<file path="config.mk">
export PLATFORM = sky130hd
export DESIGN_NAME = sfc_mul
export DESIGN_NICKNAME = d
export VERILOG_FILES = /design/src/rtl/sfc_pkg.sv /design/src/rtl/sfc_mul.sv
export SDC_FILE = /design/constraint.sdc
export NUM_CORES = 2
export LEC_CHECK = 0
export ABC_AREA = 1
export BUFFER_PORTS_ARGS = -buffer_cell sky130_fd_sc_hd__buf_2
export CAP_MARGIN = 10
export CORE_ASPECT_RATIO = 1.25
export CORE_UTILIZATION = 29
export CTS_CLUSTER_DIAMETER = 50
export CTS_CLUSTER_SIZE = 8
export DETAILED_ROUTE_END_ITERATION = 6
export GPL_TIMING_DRIVEN = 0
export HOLD_SLACK_MARGIN = 0.06
export SYNTH_ARGS = -nofsm -noshare
export SYNTH_HDL_FRONTEND = slang
export SYNTH_SLANG_ARGS = --single-unit
</file>
<file path="constraint.sdc">
create_clock -name clk_i -period 19.9 [get_ports clk_i]
set_input_delay 1.99 -clock clk_i [delete_from_list [all_inputs] [get_ports clk_i]]
set_output_delay 1.99 -clock clk_i [all_outputs]
set_load 0.1 [all_outputs]
</file>
<file path="src/rtl/sfc_pkg.sv">
// shared constants and types of the spot light froxel cull test
package sfc_pkg;

  localparam int AXIS_W     = 16;
  localparam int SIN_INV_W  = 23;
  localparam int COS_SQ_W   = 16;
  localparam int CFG_DATA_W = 23;
  localparam int CFG_IDX_W  = 3;

  localparam logic [SIN_INV_W-1:0] SIN_INV_CAP   = 23'd7509946;
  localparam logic [SIN_INV_W-1:0] SIN_INV_RESET = 23'd65536;
  localparam logic [COS_SQ_W-1:0]  COS_SQ_CAP    = 16'd65531;
  localparam logic [AXIS_W-1:0]    AXIS_Z_RESET  = 16'hC000;

  // sin-inverse fraction plus axis fraction
  localparam int APEX_SHIFT = 30;
  // two axis fractions minus the cosine fraction
  localparam int RHS_SHIFT  = 12;

  localparam int LIMB_W  = 32;
  localparam int MUL_LAT = 3;

  typedef enum logic [CFG_IDX_W-1:0] {
    REG_SPOT_ENABLE = 3'd0,
    REG_AXIS_X      = 3'd1,
    REG_AXIS_Y      = 3'd2,
    REG_AXIS_Z      = 3'd3,
    REG_SIN_INV     = 3'd4,
    REG_COS_SQ      = 3'd5
  } cfg_reg_e;

  typedef struct packed {
    logic pp;
    logic row;
    logic sum;
  } mul_en_t;

endpackage

</file>
<file path="src/rtl/sfc_mul.sv">
// unsigned multiplier split into limb products, row sums and a final sum
module sfc_mul
  import sfc_pkg::*;
#(
  parameter int A_W = 32,
  parameter int B_W = 32
) (
  input  logic               clk_i,
  input  mul_en_t            en_i,
  input  logic [A_W-1:0]     a_i,
  input  logic [B_W-1:0]     b_i,
  output logic [A_W+B_W-1:0] p_o
);

  localparam int NA    = (A_W + LIMB_W - 1) / LIMB_W;
  localparam int NB    = (B_W + LIMB_W - 1) / LIMB_W;
  localparam int PP_W  = 2 * LIMB_W;
  localparam int ROW_W = (NB + 1) * LIMB_W;
  localparam int ACC_W = (NA + NB) * LIMB_W;
  localparam int P_W   = A_W + B_W;

  logic [NA*LIMB_W-1:0] a_pad;
  logic [NB*LIMB_W-1:0] b_pad;
  logic [PP_W-1:0]      pp_q  [NA][NB];
  logic [ROW_W-1:0]     row_d [NA];
  logic [ROW_W-1:0]     row_q [NA];
  logic [ACC_W-1:0]     acc_d;
  logic [P_W-1:0]       p_q;

  assign a_pad = (NA*LIMB_W)'(a_i);
  assign b_pad = (NB*LIMB_W)'(b_i);

  always_ff @(posedge clk_i) begin
    if (en_i.pp) begin
      for (int i = 0; i < NA; i++) begin
        for (int j = 0; j < NB; j++) begin
          pp_q[i][j] <= a_pad[i*LIMB_W +: LIMB_W] * b_pad[j*LIMB_W +: LIMB_W];
        end
      end
    end
  end

  always_comb begin
    for (int i = 0; i < NA; i++) begin
      row_d[i] = '0;
      for (int j = 0; j < NB; j++) begin
        row_d[i] = row_d[i] + (ROW_W'(pp_q[i][j]) << (j * LIMB_W));
      end
    end
  end

  always_ff @(posedge clk_i) begin
    if (en_i.row) begin
      row_q <= row_d;
    end
  end

  always_comb begin
    acc_d = '0;
    for (int i = 0; i < NA; i++) begin
      acc_d = acc_d + (ACC_W'(row_q[i]) << (i * LIMB_W));
    end
  end

  always_ff @(posedge clk_i) begin
    if (en_i.sum) begin
      p_q <= acc_d[P_W-1:0];
    end
  end

  assign p_o = p_q;

endmodule

</file>
-- Word-level counts from Yosys, hierarchy flattened
Memory sizes are Yosys's and may differ from the RTL's. A register that Yosys moved wholly into a read port is not among the register bits.
Cells that the tools add are included.
- register bits: 64
- memory bits (writable): 64
- input bits: 68
- logic and storage cells: 5
- memories kept: 1
- multiply operators: 1
- mux-type cells: 2
- memories (memory ; words ; width ; read ports ; clocked after memory_dff ; wr ports ; RTL line ; RTL):
    pp_q ; 1 ; 64 ; 1 ; 1 ; 1 ; sfc_mul.sv:24 ; logic [PP_W-1:0] pp_q [NA][NB];
- operator list (kind ; count):
    multiplier 32 x 32 -> 64 bit ; 1
    2-to-1 mux 1 bit ; 2

-- Longest topological paths before layout
- depth in word-level cells: 2
- mapped depth: 30

-- Worst setup path after synthesis
OpenSTA, ideal clock, no wires.
- kind: input-to-reg
- start: input a_i[25]
- end: memory pp_q[0][60] in the netlist's numbering (data pin)
- library setup time: 0.252 ns
- arrival: 7.687 ns
- required time: 19.648 ns
- setup slack: 11.961 ns
- cell stages on the path: 26
- buffers on the path: 1
- cell sequence: clkbuf_1 -> nand2_1 -> fa_1 -> inv_1 -> fa_1 -> inv_1 -> fa_1 -> inv_1 -> fa_1 -> fa_1 -> fa_1 -> fa_1 -> inv_1 -> fa_1 -> inv_1 -> ha_1 -> nand2_1 -> nand2_1 -> a21oi_1 -> nand2_1 -> nand2_1 -> nand2_1 -> a21oi_1 -> nand2_1 -> nand2_1 -> nand2_1
- word-level cells in the longest chain between the ends: 1
- ends and longest elaborated chain (item ; RTL line ; RTL):
    from (decl) ; sfc_mul.sv:10 ; input logic [A_W-1:0] a_i,
    multiplier 32 x 32 -> 64 bit ; sfc_mul.sv:37 ; pp_q[i][j] <= a_pad[i*LIMB_W +: LIMB_W] * b_pad[j*LIMB_W +: LIMB_W];
    to (decl) ; sfc_mul.sv:24 ;
Every way passes these cells.

-- Worst setup path after layout
- start: input b_i[13]
- end: memory pp_q[0][46] in the netlist's numbering (data pin)
- word-level cells in the longest chain between the ends: 1
- ends and longest elaborated chain (item ; RTL line ; RTL):
    from (decl) ; sfc_mul.sv:11 ; input logic [B_W-1:0] b_i,
    multiplier 32 x 32 -> 64 bit ; sfc_mul.sv:37 ;
Every way passes these cells.

==> key figures <==
Global route
  • GRT Util Overall: 20.71%
  • Vias in the first global route: 33838
  • Maximum number of pins on one net before global-route repair: 65
  • Grt ovf: 0
  • Initial antenna violation count: 34
  • First-pass GRT wire length: 219000 µm

Place
  • IO Port Bufs: 131
  • Setup slack at placement: 10.30 ns
  • Last weighted congestion value of the routability-driven placer: 1.018
  • Post-detail-place hpwl: 129200 µm

Critical path
  • Register-to-register path setup slack: 19.25 ns
  • Kind of end point of the critical path: register
  • Kind of critical path: in2reg
  • Worst endpoint required time: 20.08 ns
  • CP Launch Type: primary input
  • Largest fanout on the critical path: 10
  • CP arrival: 9.39 ns

Timing
  • Final count of pins violating max slew: 0
  • Sum Neg Setup Slack: 0 ns
  • Transition time at the pin with the least slew margin: 1.374 ns
  • Worst setup skew after layout: 0.009227 ns
  • Final period util: 46.31%
  • Unrepaired setup endpoints after global routing: false
  • Hold violation count in the final report: 0
  • Setup ws final: 10.68 ns
  • Finish-stage setup viols: 0
  • Max-slew headroom at the worst pin: 8.398%
  • Time the worst path needs with I/O delays and setup: 9.215 ns
  • Max Clock Freq: 0.1085 GHz

Route
  • DRC violations left: 0
  • Number of violations reported at the end of detailed-routing iteration 0: 2697
  • Routed via count: 32746
  • Number of routed nets with antenna violations: 0
  • Ratio of routed vias to standard cells: 4.544
  • Per-cell routed wire length: 20.84 µm
  • Post-detailed-routing wire length: 150200 µm
  • DR pass1 iterations: 6

Die
  • Top-level port count: 132
  • Initial core utilization: 29.27%
  • Floorplan die height: 426.7 µm
  • Core Footprint: 142900 µm²
  • Area enclosed by the die boundary: 145800 µm²
  • Site row count: 155
  • Horizontal extent of the die: 341.7 µm

Min path
  • Worst hold path type: reg2reg

CTS
  • Clock sinks: 192
  • Number of buffers on the longest clock path: 2
  • TritonCTS clock tree: built
  • TritonCTS Buffers: 17
  • Post-CTS Hold Buffers: 0
  • Clock-pin slew on the worst setup and hold paths: 0.08 ns
  • Number of post-CTS setup repair buffers: 0
  • PostCTS Resize Cnt: 0
  • Clk root buf: sky130_fd_sc_hd__clkbuf_16
  • Count of H-tree levels built during CTS: 4
  • Clock insertion delay at the later pin of the skew report: 0.43 ns

Logic synthesis
  • Post-synthesis sequential area ratio: 13.78%
  • Proportion of netlist area held by the largest area contributor: 42.87%
  • Top cells by area in the synthesized netlist: sky130_fd_sc_hd__fa_1 (43%), sky130_fd_sc_hd__inv_1 (16%), sky130_fd_sc_hd__nand2_1 (14%), sky130_fd_sc_hd__edfxtp_1 (14%), sky130_fd_sc_hd__ha_1 (7.9%)
  • Cell type with the largest total area after synthesis: sky130_fd_sc_hd__fa_1
  • Avg Inst Size Synth: 8.126 µm²
  • Synthesized flop and latch total: 192
  • Number of warnings reported in the yosys synthesis log: 0
  • Synthesized instance count: 5149
  • Count of cell types in the netlist: 24
  • Net Count, Synth: 6376
  • Netlist area before placement: 41840 µm²

Finish
  • Filler cell count: 15122
  • Relative area change from synthesis to final layout: 8.858%
  • Fraction of final layout cells with drive strength greater than 1: 4.138%
  • Final Net Count: 6530
  • Commonest cells after routing, fill and taps aside: sky130_fd_sc_hd__inv_1 (1728), sky130_fd_sc_hd__nand2_1 (1566), sky130_fd_sc_hd__fa_1 (896), sky130_fd_sc_hd__ha_1 (263)
  • Most common cell after layout, fill and taps aside: sky130_fd_sc_hd__inv_1

Status
  • Outcome: finished, final reports clean

Flow run
  • Number of violations of the max-capacitance limit: 0
==> worst paths after layout <==
check                             start                     to  depth (start not counted)
hold / removal      row_q[55]$_DFFE_PP_      p_o[55]$_DFFE_PP_                          0
setup reg to reg  pp_q[0][54]$_DFFE_PP_    row_q[54]$_DFFE_PP_                          0
hold reg to reg     row_q[55]$_DFFE_PP_      p_o[55]$_DFFE_PP_                          0
setup / recovery                b_i[13]  pp_q[0][46]$_DFFE_PP_                         24
==> final cells by class <==
class	count	area [µm²]	share of cell area, %
Clock buffer	17	425.4	0.9340
Antenna cell	7	17.52	0.03846
Multi-Input combinational cell	3030	28840	63.32
Buffer	192	720.7	1.582
Sequential cell	192	5766	12.66
Clock inverter	15	177.7	0.3901
Timing Repair Buffer	135	728.2	1.599
Inverter	1735	6513	14.30
Tap cell	1884	2357	5.176
==> cell families (layout without fill, tap and decap cells) <==
family | Yosys count | count (layout) | share of synthesized area (%)
DFF | 192 | 192 | 13.78
buffers and inverters | 1927 | 2094 | 17.29
other | 0 | 7 | 0
and+or+nand+nor | 1777 | 1777 | 16.68
AOI/OAI and AO/OA | 58 | 58 | 0.7626
xor gates and xnor gates | 36 | 36 | 0.7536
adders and majority gates | 1159 | 1159 | 50.74
==> critical path: stages <==
cell and delay [ns]:
sky130_fd_sc_hd__buf_2 0.25, sky130_fd_sc_hd__clkbuf_1 1.00, sky130_fd_sc_hd__nand2_1 0.12, sky130_fd_sc_hd__inv_1 0.12
sky130_fd_sc_hd__fa_1 0.44, sky130_fd_sc_hd__fa_1 0.59, sky130_fd_sc_hd__inv_1 0.09, sky130_fd_sc_hd__fa_1 0.48
sky130_fd_sc_hd__fa_1 0.53, sky130_fd_sc_hd__fa_1 0.55, sky130_fd_sc_hd__inv_1 0.05, sky130_fd_sc_hd__fa_1 0.45
sky130_fd_sc_hd__fa_1 0.52, sky130_fd_sc_hd__fa_1 0.47, sky130_fd_sc_hd__ha_1 0.44, sky130_fd_sc_hd__nand2_2 0.11
sky130_fd_sc_hd__nor2_2 0.18, sky130_fd_sc_hd__inv_1 0.08, sky130_fd_sc_hd__nor2_1 0.33, sky130_fd_sc_hd__a21oi_1 0.12
sky130_fd_sc_hd__nand2_1 0.20, sky130_fd_sc_hd__nand2_1 0.10, sky130_fd_sc_hd__nand3_1 0.08, sky130_fd_sc_hd__nand2_1 0.06
==> per-layer routing <==
| layer | global-route usage, % | routed length, µm | up-vias |
|---|---|---|---|
| li1 | - | - | 14543 |
| met1 | 24.35 | 55630 | 16154 |
| met2 | 34.83 | 70680 | 1565 |
| met3 | 4.452 | 13760 | 438 |
| met4 | 11.81 | 9888 | 46 |
| met5 | 0 | 270 | - |
==> registers in the layout, summed over array words and instances (netlist names) <==
signal,cells
p_o,64
pp_q,64
row_q,64
==> per-stage QoR <==
stage	cells	hold slack (ns)	instance area (µm²)	utilization, %
after global placement	7164	0.4037	44850	31.38
after CTS	7199	0.4189	45510	31.84
final	7207	0.4146	45540	31.87
after global routing	7204	0.4223	45540	31.86
after floorplan	5149	0.4003	41840	-
after detailed placement	7167	0.4045	44910	31.42
==> cells in the mapped netlist, drive strengths merged <==
cell,number
inv,1735
nand2,1576
fa,896
ha,263
clkbuf,192
edfxtp,192
nor2,99
nand3,67
a21oi,45
xor2,32
nor3,18
nand4,16
o21bai,10
xnor2,4
o21ai,3
and2,1
Power is not shown: default switching activity piles up to over one toggle a cycle in this logic, so the estimate is an artifact.
